`src/sv/afja_pkg.sv`:
```
// Shared types and constants for the ASCII frame to joint angle converter.
// No dependencies; used by ascii_frame_to_joint_angles_top.
package afja_pkg;

  localparam int FIELD_DIGITS = 4;
  localparam int FRAME_LEN    = 3 * FIELD_DIGITS + 2;
  localparam int NUM_CH       = 3;

  localparam int COUNT_W = 14;
  localparam int GAIN_W  = 24;
  localparam int ANGLE_W = 15;
  localparam int POS_W   = 4;
  localparam int PROD_W  = COUNT_W + GAIN_W;
  localparam int FRAC_W  = 16;
  localparam int SHIFT_W = PROD_W - FRAC_W;
  localparam int CFG_IDX_W  = 3;
  localparam int CFG_DATA_W = 24;

  typedef logic [COUNT_W-1:0]    count_t;
  typedef logic [GAIN_W-1:0]     gain_t;
  typedef logic [ANGLE_W-1:0]    angle_t;
  typedef logic [POS_W-1:0]      pos_t;
  typedef logic [PROD_W-1:0]     prod_t;
  typedef logic [CFG_IDX_W-1:0]  cfg_idx_t;
  typedef logic [CFG_DATA_W-1:0] cfg_data_t;
  typedef logic [7:0]            byte_t;

  localparam byte_t START_CHAR = 8'h21;
  localparam byte_t END_CHAR   = 8'h24;
  localparam byte_t DIGIT_LO   = 8'h30;
  localparam byte_t DIGIT_HI   = 8'h39;

  localparam pos_t POS_LAST = pos_t'(FRAME_LEN - 1);
  localparam pos_t POS_END  = pos_t'(FRAME_LEN);

  localparam logic [SHIFT_W-1:0] ANGLE_MAX = SHIFT_W'(23040);

  // Configuration register indexes
  localparam cfg_idx_t CFG_OFFSET_CH1 = 3'd0;
  localparam cfg_idx_t CFG_GAIN_CH1   = 3'd1;
  localparam cfg_idx_t CFG_OFFSET_CH2 = 3'd2;
  localparam cfg_idx_t CFG_GAIN_CH2   = 3'd3;
  localparam cfg_idx_t CFG_OFFSET_CH3 = 3'd4;
  localparam cfg_idx_t CFG_GAIN_CH3   = 3'd5;

  localparam count_t OFFSET_CH1_RST = 14'd166;
  localparam gain_t  GAIN_CH1_RST   = 24'd10207450;
  localparam count_t OFFSET_CH2_RST = 14'd183;
  localparam gain_t  GAIN_CH2_RST   = 24'd9994700;
  localparam count_t OFFSET_CH3_RST = 14'd188;
  localparam gain_t  GAIN_CH3_RST   = 24'd10278600;

endpackage

```
`src/sv/ascii_frame_to_joint_angles_top.sv`:
```
// ASCII frame to joint angle converter, top level.
// Depends on afja_pkg for types, register indexes and frame constants.
//
// The block takes one received byte per transfer on the in_ channel and
// parses fixed 14-byte frames of the form '!', three 4-character decimal
// fields, '$'. Each field accumulates digits from the left and stops at
// the first non-digit; a field opening with a non-digit reads 0. There is
// no resynchronisation: a new frame always starts 14 bytes after the last.
// When the closing byte is taken, one result transfer follows on the out_
// channel carrying frame_ok and three angles in units of 1/256 degree,
// each ((count - offset) * gain) >> 16 clamped to 0..23040; a bad frame
// gives zero angles. A byte may be taken in every cycle. A result reaches
// out_ from its closing byte through the capture stage, one multiplier
// per channel, then shift and clamp into the output register; each stage
// holds its contents while the stage after it is full and cannot load, so
// in_stall rises only once the capture stage is backed up by a stalled
// output. Offsets and gains are written through the cfg_ port (index 0..5
// in the order offset_ch1, gain_ch1, offset_ch2, gain_ch2, offset_ch3,
// gain_ch3); cfg_ready is always high and writes should only be made while
// no frame is in flight.
module ascii_frame_to_joint_angles_top (
  input  logic                        clk,
  input  logic                        rst_n,
  input  logic                        in_valid,
  output logic                        in_stall,
  input  afja_pkg::byte_t             in_rx_byte,
  output logic                        out_valid,
  input  logic                        out_stall,
  output logic                        out_frame_ok,
  output afja_pkg::angle_t            out_angle_one,
  output afja_pkg::angle_t            out_angle_two,
  output afja_pkg::angle_t            out_angle_three,
  input  logic                        cfg_valid,
  output logic                        cfg_ready,
  input  afja_pkg::cfg_idx_t          cfg_index,
  input  afja_pkg::cfg_data_t         cfg_data
);

  // ---------------------------------------------------------------------
  // Configuration registers
  // ---------------------------------------------------------------------
  afja_pkg::count_t offset_r [afja_pkg::NUM_CH];
  afja_pkg::gain_t  gain_r   [afja_pkg::NUM_CH];

  assign cfg_ready = 1'b1;

  always_ff @(posedge clk) begin
    if (!rst_n) begin
      offset_r[0] <= afja_pkg::OFFSET_CH1_RST;
      gain_r[0]   <= afja_pkg::GAIN_CH1_RST;
      offset_r[1] <= afja_pkg::OFFSET_CH2_RST;
      gain_r[1]   <= afja_pkg::GAIN_CH2_RST;
      offset_r[2] <= afja_pkg::OFFSET_CH3_RST;
      gain_r[2]   <= afja_pkg::GAIN_CH3_RST;
    end else if (cfg_valid && cfg_ready) begin
      case (cfg_index)
        afja_pkg::CFG_OFFSET_CH1: offset_r[0] <= cfg_data[afja_pkg::COUNT_W-1:0];
        afja_pkg::CFG_GAIN_CH1:   gain_r[0]   <= cfg_data[afja_pkg::GAIN_W-1:0];
        afja_pkg::CFG_OFFSET_CH2: offset_r[1] <= cfg_data[afja_pkg::COUNT_W-1:0];
        afja_pkg::CFG_GAIN_CH2:   gain_r[1]   <= cfg_data[afja_pkg::GAIN_W-1:0];
        afja_pkg::CFG_OFFSET_CH3: offset_r[2] <= cfg_data[afja_pkg::COUNT_W-1:0];
        afja_pkg::CFG_GAIN_CH3:   gain_r[2]   <= cfg_data[afja_pkg::GAIN_W-1:0];
        default: ;
      endcase
    end
  end

  // ---------------------------------------------------------------------
  // Pipeline handshake: each stage may load when it is empty or when the
  // stage after it is loading too.
  // ---------------------------------------------------------------------
  logic s1_valid_r;
  logic s2_valid_r;
  logic out_valid_r;
  logic out_load;
  logic s2_load;
  logic s1_free;
  logic in_take;

  assign out_load = !out_valid_r || !out_stall;
  assign s2_load  = !s2_valid_r || out_load;
  assign s1_free  = !s1_valid_r || s2_load;
  assign in_stall = !s1_free;
  assign in_take  = in_valid && !in_stall;

  // ---------------------------------------------------------------------
  // Frame parser
  // ---------------------------------------------------------------------
  afja_pkg::pos_t   pos_r, pos_nxt;
  logic             start_seen_r, start_seen_nxt;
  logic             stopped_r, stopped_nxt;
  afja_pkg::count_t field_r [afja_pkg::NUM_CH];
  afja_pkg::count_t field_nxt [afja_pkg::NUM_CH];

  afja_pkg::pos_t   pos_eff;
  afja_pkg::pos_t   rel;
  afja_pkg::pos_t   fsel_wide;
  logic [1:0]       fsel;
  logic             field_first;
  logic             is_digit;
  afja_pkg::count_t acc_base;
  afja_pkg::count_t acc_new;
  logic             frame_end;
  logic             frame_ok;

  always_comb begin
    pos_eff     = (pos_r >= afja_pkg::POS_END) ? '0 : pos_r;
    rel         = pos_eff - afja_pkg::pos_t'(1);
    fsel_wide   = afja_pkg::pos_t'(rel / afja_pkg::FIELD_DIGITS);
    fsel        = (fsel_wide > afja_pkg::pos_t'(2)) ? 2'd2 : fsel_wide[1:0];
    field_first = (rel % afja_pkg::FIELD_DIGITS) == 0;
    is_digit    = (in_rx_byte >= afja_pkg::DIGIT_LO) && (in_rx_byte <= afja_pkg::DIGIT_HI);
    acc_base    = field_first ? '0 : field_r[fsel];
    acc_new     = (acc_base << 3) + (acc_base << 1)
                + afja_pkg::count_t'(in_rx_byte - afja_pkg::DIGIT_LO);
    frame_end   = (pos_eff == afja_pkg::POS_LAST);
    frame_ok    = start_seen_r && (in_rx_byte == afja_pkg::END_CHAR);

    pos_nxt        = pos_r;
    start_seen_nxt = start_seen_r;
    stopped_nxt    = stopped_r;
    field_nxt      = field_r;

    if (in_take) begin
      if (pos_eff == '0) begin
        start_seen_nxt = (in_rx_byte == afja_pkg::START_CHAR);
        pos_nxt        = afja_pkg::pos_t'(1);
      end else if (!frame_end) begin
        // A field's first character clears the stop flag before testing.
        if ((field_first || !stopped_r) && is_digit) begin
          field_nxt[fsel] = acc_new;
          stopped_nxt     = 1'b0;
        end else begin
          if (field_first) field_nxt[fsel] = '0;
          stopped_nxt = 1'b1;
        end
        pos_nxt = pos_eff + afja_pkg::pos_t'(1);
      end else begin
        pos_nxt        = '0;
        start_seen_nxt = 1'b0;
      end
    end
  end

  always_ff @(posedge clk) begin
    if (!rst_n) begin
      pos_r        <= '0;
      start_seen_r <= 1'b0;
      stopped_r    <= 1'b0;
      for (int i = 0; i < afja_pkg::NUM_CH; i++) field_r[i] <= '0;
    end else begin
      pos_r        <= pos_nxt;
      start_seen_r <= start_seen_nxt;
      stopped_r    <= stopped_nxt;
      field_r      <= field_nxt;
    end
  end

  // ---------------------------------------------------------------------
  // Stage 1: counts of a finished frame.
  // ---------------------------------------------------------------------
  logic             s1_ok_r;
  afja_pkg::count_t s1_count_r [afja_pkg::NUM_CH];

  always_ff @(posedge clk) begin
    if (!rst_n) begin
      s1_valid_r <= 1'b0;
    end else if (s1_free) begin
      s1_valid_r <= in_take && frame_end;
    end
  end

  always_ff @(posedge clk) begin
    if (s1_free && in_take && frame_end) begin
      s1_ok_r    <= frame_ok;
      s1_count_r <= field_r;
    end
  end

  // ---------------------------------------------------------------------
  // Stage 2: subtract offset and multiply by gain, one multiplier a channel.
  // ---------------------------------------------------------------------
  logic              s2_ok_r;
  logic              s2_pos_r  [afja_pkg::NUM_CH];
  afja_pkg::prod_t   s2_prod_r [afja_pkg::NUM_CH];
  logic              diff_pos  [afja_pkg::NUM_CH];
  afja_pkg::count_t  diff      [afja_pkg::NUM_CH];

  always_comb begin
    for (int i = 0; i < afja_pkg::NUM_CH; i++) begin
      diff_pos[i] = s1_count_r[i] > offset_r[i];
      diff[i]     = s1_count_r[i] - offset_r[i];
    end
  end

  always_ff @(posedge clk) begin
    if (!rst_n) begin
      s2_valid_r <= 1'b0;
    end else if (s2_load) begin
      s2_valid_r <= s1_valid_r;
    end
  end

  always_ff @(posedge clk) begin
    if (s2_load && s1_valid_r) begin
      s2_ok_r <= s1_ok_r;
      for (int i = 0; i < afja_pkg::NUM_CH; i++) begin
        s2_pos_r[i]  <= diff_pos[i];
        s2_prod_r[i] <= afja_pkg::prod_t'(diff[i]) * afja_pkg::prod_t'(gain_r[i]);
      end
    end
  end

  // ---------------------------------------------------------------------
  // Output register: drop the fraction and clamp to 0..90 degrees.
  // ---------------------------------------------------------------------
  logic                                  out_ok_r;
  afja_pkg::angle_t                      out_angle_r [afja_pkg::NUM_CH];
  afja_pkg::angle_t                      angle_nxt   [afja_pkg::NUM_CH];
  logic [afja_pkg::SHIFT_W-1:0]          shifted     [afja_pkg::NUM_CH];

  always_comb begin
    for (int i = 0; i < afja_pkg::NUM_CH; i++) begin
      shifted[i] = s2_prod_r[i][afja_pkg::PROD_W-1:afja_pkg::FRAC_W];
      if (!s2_ok_r || !s2_pos_r[i]) begin
        angle_nxt[i] = '0;
      end else if (shifted[i] > afja_pkg::ANGLE_MAX) begin
        angle_nxt[i] = afja_pkg::ANGLE_MAX[afja_pkg::ANGLE_W-1:0];
      end else begin
        angle_nxt[i] = shifted[i][afja_pkg::ANGLE_W-1:0];
      end
    end
  end

  always_ff @(posedge clk) begin
    if (!rst_n) begin
      out_valid_r <= 1'b0;
    end else if (out_load) begin
      out_valid_r <= s2_valid_r;
    end
  end

  always_ff @(posedge clk) begin
    if (out_load && s2_valid_r) begin
      out_ok_r    <= s2_ok_r;
      out_angle_r <= angle_nxt;
    end
  end

  assign out_valid       = out_valid_r;
  assign out_frame_ok    = out_ok_r;
  assign out_angle_one   = out_angle_r[0];
  assign out_angle_two   = out_angle_r[1];
  assign out_angle_three = out_angle_r[2];

endmodule
```
`config.mk`:
```
export PLATFORM = sky130hd
export DESIGN_NAME = ascii_frame_to_joint_angles_top
export DESIGN_NICKNAME = d
export VERILOG_FILES = /design/src/sv/afja_pkg.sv /design/src/sv/ascii_frame_to_joint_angles_top.sv
export SDC_FILE = /design/constraint.sdc
export NUM_CORES = 2
export LEC_CHECK = 0
export BUFFER_PORTS_ARGS = -buffer_cell sky130_fd_sc_hd__buf_2
export CAP_MARGIN = 20
export CORE_UTILIZATION = 60
export DETAILED_ROUTE_END_ITERATION = 7
export PLACE_DENSITY = 0.77
export SETUP_SLACK_MARGIN = 0.3
export SLEW_MARGIN = 20
export SYNTH_ARGS = -nofsm -noshare
export SYNTH_HDL_FRONTEND = slang
export SYNTH_SLANG_ARGS = --single-unit
export TNS_END_PERCENT = 5
```
`constraint.sdc`:
```
create_clock -name clk -period 11.5 [get_ports clk]
set_input_delay 1.15 -clock clk [delete_from_list [all_inputs] [get_ports clk]]
set_output_delay 1.15 -clock clk [all_outputs]
set_load 0.01 [all_outputs]
```
# Word-level counts from Yosys, hierarchy flattened
# Memories as Yosys holds them, arrays and structs flattened.
# Index checks and enable logic that the tools add are counted.
# W data, S select, Z words.
[classes] add_sub_neg=8 n_mul=3 n_mux=52 n_lt_le_gt_ge=12 eq_ne=8 reduce_logical=38 n_bitwise=11
[ops] cell="$mul A14 B24 Y38" n=3
[ops] cell="$mux W42" n=2
[ops] cell="$mux W24" n=3
[ops] cell="$gt A22 B15 Y1 const B" n=3
[ops] cell="$mux W14" n=4
[ops] cell="$mux W15" n=3
[ops] cell="$and A42 B42 Y42" n=1
[ops] cell="$bwmux W42" n=1
[ops] cell="$gt A14 B14 Y1" n=3
[ops] cell="$not A42 Y42" n=1
[ops] cell="$sub A14 B14 Y14" n=3
[ops] cell="$mux W13" n=3
[ops] cell="$logic_not A32 Y1" n=1
[ops] cell="$mux W1" n=30
[ops] cell="$add A14 B14 Y14" n=2
[ops] cell="$bmux W14 S2" n=1
[ops] cell="$demux W14 S2" n=1
[ops] cell="$eq A8 B6 Y1 const B" n=2
[ops] cell="$mux W4" n=3
[ops] cell="$logic_and A1 B1 Y1" n=10
[ops] cell="$logic_not A1 Y1" n=10
[ops] cell="$sub A8 B6 Y9 const B" n=1
[ops] cell="$ge A8 B6 Y1 const B" n=1
[ops] cell="$le A8 B6 Y1 const B" n=1
[ops] cell="22 further kinds" n=39
[totals] inputBits=40 register_bits=141 mem_bits_rw=231 mem_count=4 output_inout_bits=49 elab_cells=157
[memory_table] name="s2_prod_r" words=3 word_bits=38 read_ports=3 rd_clocked_by_memory_dff=0 wr=3 line="ascii_frame_to_joint_angles_top.sv:185" source="afja_pkg::prod_t s2_prod_r [afja_pkg::NUM_CH];"
[memory_table] name="gain_r" words=3 word_bits=24 read_ports=3 rd_clocked_by_memory_dff=0 wr=3 line="ascii_frame_to_joint_angles_top.sv:43" source="afja_pkg::gain_t gain_r [afja_pkg::NUM_CH];"
[memory_table] name="offset_r" words=3 word_bits=14 read_ports=3 rd_clocked_by_memory_dff=0 wr=3 line="ascii_frame_to_joint_angles_top.sv:42" source="afja_pkg::count_t offset_r [afja_pkg::NUM_CH];"
[memory_table] name="s2_pos_r" words=3 word_bits=1 read_ports=3 rd_clocked_by_memory_dff=0 wr=3 line="ascii_frame_to_joint_angles_top.sv:184" source="logic s2_pos_r [afja_pkg::NUM_CH];"

# Longest topological paths before layout
[logic_depth] word_depth=14 depth_mapped=37 ltp_nobuf=36

# Worst setup path before layout
# No wires, ideal clock.
[synth_path] path_kind="register to register" startpoint="register s1_count_r[0] (netlist name)" endpoint="memory s2_prod_r[0][113] (netlist name) (data pin)" setup_time_ns=0.266 t_required_ns=11.234 path_slack_ns=3.299 period_less_slack_ns=8.201 stages_incl_launch_ff=36 arrival_time_ns=7.935 n_path_buf=1 path_cell_list="edfxtp_1 > inv_1 > ha_1 > inv_1 > fa_1 > a21o_1 > a21oi_1 > o21bai_1 > a21oi_1 > nor2b_1 > o21a_1 > o31a_1 > o41ai_2 > xnor2_1 > clkbuf_1 > nand2_1 > fa_1 > fa_1 > inv_1 > fa_1 > fa_1 > fa_1 > inv_1 > fa_1 > inv_1 > ha_1 > a222oi_1 > o211ai_1 > a21oi_1 > nor3b_1 > o21ai_0 > o211a_1 > o21ai_0 > a21o_1 > o41ai_1 > xnor2_1"
[synth_lines] item="from (decl)" line="ascii_frame_to_joint_angles_top.sv:163" source="afja_pkg::count_t s1_count_r [afja_pkg::NUM_CH];"
[synth_lines] item="from (signal assigned)" line="ascii_frame_to_joint_angles_top.sv:176" source="s1_count_r <= field_r;"
[synth_lines] item="to (decl)" line="ascii_frame_to_joint_angles_top.sv:185"

==> results.toml <==
[outcome]
status = "finished clean"

[yosys]
netlist_area_um2 = 44100
syn_area_per_cell_um2 = 9.882
synth_fp_nets = 5655
synth_async_sr_flop_share = 0
ys_types = 73
synth_edf_count = 273
ys_seq_area_frac = 0.2090
syn_inst = 4463
ys_ff_latch = 324
yosysWarnings = 0
synth_ff_type = "edfxtp_1"

[floorplanning]
die_y_um = 273.1
die-area_um2 = 74600
die_x_um = 273.1
rows = 99
core_area_um2 = 72830
ios = 89
initial_core_util = 0.6055

[worst_setup_path]
cp-endpoint = "s2_prod_r[0][112]"
critPathMaxStageDelay_ns = 0.53
timing.rr.end = "s2_prod_r[0][112]"
crit_path_end_kind = "register"
crit_type = "reg2reg"
cp_max_fo = 24
start_kind = "register"
r2r.worst_path.cells = 33
cp.required_ns = 11.82
setup.reg_to_reg.worst_slack_ns = 1.97
arrival_ns = 9.85
regToRegStartpoint = "s1_count_r[0]"
path_common_cell = "fa_1"
cpMaxStageDelayCell = "fa_1"
crit_start = "s1_count_r[0]"

[sta]
min_period_ns = 9.534
hold_ws_ns = 0.4221
finalMaxSlewViolations = 0
setup_violations = 0
hold_violations = 0
fmax_mhz = 104.9
min_period_over_period = 0.8290
worst_pin_slew_ns = 1.112
finClkSkew_ns = 0.03226
rsz0062_at_grt = "false"
relSlewSlack = 0.2552
tns_ns = 0

[place]
hpwl_um = 79660
gp_congestion = 0.8937
port_buffers = 87

[grt]
grt_max_degree = 48
overflow = 0
grt_usage = 0.2921
grt_antenna_before_repair = 2
grt_pass1_wl_um = 170300
first_global_vias = 32990

[clocking]
clock_path_buffers = 3
cts_buffers = 38
cts_setup_buffers = 0
hold_buffers = 0
clock-root-buffer = "clkbuf_16"
cts.sinks = 324
cts_tree = "built"
path_clk_slew_ns = 0.06
clock_latency_ns = 0.60
ctsResizeCount = 0
htreeDepth = 2

[detailed_routing]
dr.pass1.iters = 6
wl_per_cell_um = 19.01
vias_per_cell = 5.659
drt_wl_total_um = 103400
drt-initial-drc-count = 2297
post-route-drc-count = 0
antenna_left = 0
vias = 30770

[cells_and_area]
multiInputGateArea_um2 = 31090
drive_gt1_frac = 0.05672
nNetsFinal = 5643
regArea_um2 = 9219
syn_to_final_growth_pct = 6.264
nFillCells = 5675

[job]
cap_violations = 0

[min_path]
hp-class = "reg2reg"
## registers in the layout, indices dropped and copies added, names as in the netlist
| signal | flops |
|---|---|
| s1_count_r | 42 |
| s2_pos_r | 3 |
| s1_ok_r | 1 |
| s2_prod_r | 66 |
| out_valid | 1 |
| start_seen_r | 1 |
| out_angle_two | 15 |
| out_angle_one | 15 |
| s2_ok_r | 1 |
| s1_valid_r | 1 |
| out_angle_three | 15 |
| field_r | 42 |
| s2_valid_r | 1 |
| pos_r | 4 |
| out_frame_ok | 1 |
| stopped_r | 1 |
| offset_r | 42 |
| gain_r | 72 |
## worst min path at each step
stage / from / end / slack (ns) / cells past startpoint
floorplan: s1_ok_r / s2_ok_r / 0.40 / 0
global placement: s1_ok_r / s2_ok_r / 0.41 / 0
detailed placement: s1_ok_r / s2_ok_r / 0.41 / 0
CTS: s1_ok_r / s2_ok_r / 0.43 / 0
global route: s1_ok_r / s2_ok_r / 0.43 / 0
finish: s1_ok_r / s2_ok_r / 0.42 / 0
## Yosys cell counts (7+ instances only)
library cell    n  area share
inv_1         877       0.075
fa_1          794        0.36
nand2_1       663       0.056
and2_1        406       0.058
ha_1          358        0.10
edfxtp_1      273        0.19
clkbuf_1      171       0.015
nor2_1        130       0.011
a21oi_1        98       0.011
xnor2_1        80       0.016
nor2b_1        57      0.0081
dfxtp_1        51       0.023
nand2b_1       47      0.0067
o21ai_0        45      0.0051
nand3_1        40      0.0045
nor3_1         39      0.0044
or3_1          32      0.0045
xor2_1         30      0.0060
a21o_1         27      0.0046
mux2i_1        22      0.0050
a211oi_1       19      0.0032
nand4_1        16      0.0023
o21a_1         15      0.0026
buf_2          12      0.0014
o21bai_1       12      0.0020
o211ai_1       11      0.0019
nor4_1          9      0.0013
o31ai_1         9      0.0015
a22oi_1         7      0.0012
a31oi_1         7     0.00099
## through the flow
step | area, um2 | setup WS [ns] | instances | utilization
2_1_floorplan | 44100 | 3.299 | 4463 | -
3_5_place_dp | 45600 | 2.053 | 5370 | 0.6261
4_1_cts | 46840 | 1.987 | 5437 | 0.6431
6_report | 46870 | 1.966 | 5438 | 0.6435
5_1_grt | 46860 | 1.432 | 5437 | 0.6434
3_3_place_gp | 45600 | 2.286 | 5370 | 0.6261
## cells by family (layout without fill, tap and decap cells)
kind of cell	after synthesis	after routing	share of synthesized area
AO/OA/AOI/OAI	316	316	0.04820
XOR/XNOR	111	111	0.02221
adder cells (fa/ha/maj)	1152	1152	0.4620
buffers and inverters	1068	1083	0.09138
flip-flops	324	324	0.2090
multiplexers	22	22	0.004993
other	1	2	0.00008502
AND/OR/NAND/NOR	1469	1469	0.1622
## cell usage in the layout (no fill, tap or decap), drive strengths merged, types with 7 or more instances in the layout
| master | count |
|---|---|
| a211oi | 19 |
| a21boi | 8 |
| a21o | 27 |
| a21oi | 100 |
| a22oi | 7 |
| a31oi | 8 |
| and2 | 406 |
| buf | 139 |
| clkbuf | 44 |
| clkinv | 13 |
| dfxtp | 51 |
| edfxtp | 273 |
| fa | 794 |
| ha | 358 |
| inv | 881 |
| mux2i | 22 |
| nand2 | 663 |
| nand2b | 47 |
| nand3 | 40 |
| nand4 | 17 |
| nor2 | 131 |
| nor2b | 57 |
| nor3 | 40 |
| nor4 | 9 |
| o211ai | 12 |
| o21a | 15 |
| o21ai | 51 |
| o21bai | 12 |
| o31ai | 10 |
| o41ai | 8 |
| or3 | 32 |
| xnor2 | 81 |
| xor2 | 30 |
## area by class of cell
| type | count | area share |
|---|---|---|
| Clock inverter | 23 | 0.005419 |
| Tap cell | 959 | 0.02560 |
| Antenna cell | 1 | 0.00005339 |
| Clock buffer | 44 | 0.02098 |
| Inverter | 877 | 0.07024 |
| Timing Repair Buffer | 139 | 0.01762 |
| Multi-Input combinational cell | 3071 | 0.6634 |
| Sequential cell | 324 | 0.1967 |
## metal layers
| layer | GRT usage | vias to the layer above | part of all wire |
|---|---|---|---|
| met4 | 0.1097 | 0 | 0.037 |
| li1 | - | 13680 | - |
| met3 | 0.05808 | 285 | 0.091 |
| met1 | 0.3840 | 15520 | 0.39 |
| met2 | 0.4801 | 1287 | 0.48 |
| met5 | 0 | - | 0 |
## worst max-delay path: cells and delay by family (launching register included)
family,cells,cell delay (ns)
adders and majority gates,9,3.79
DFF,1,0.37
and+or+nand+nor,3,0.64
AOI/OAI and AO/OA,15,3.74
xor gates and xnor gates,2,0.48
buffers and inverters,4,0.22
Power is not shown: default switching activity piles up to over one toggle a cycle in this logic, so the estimate is an artifact.
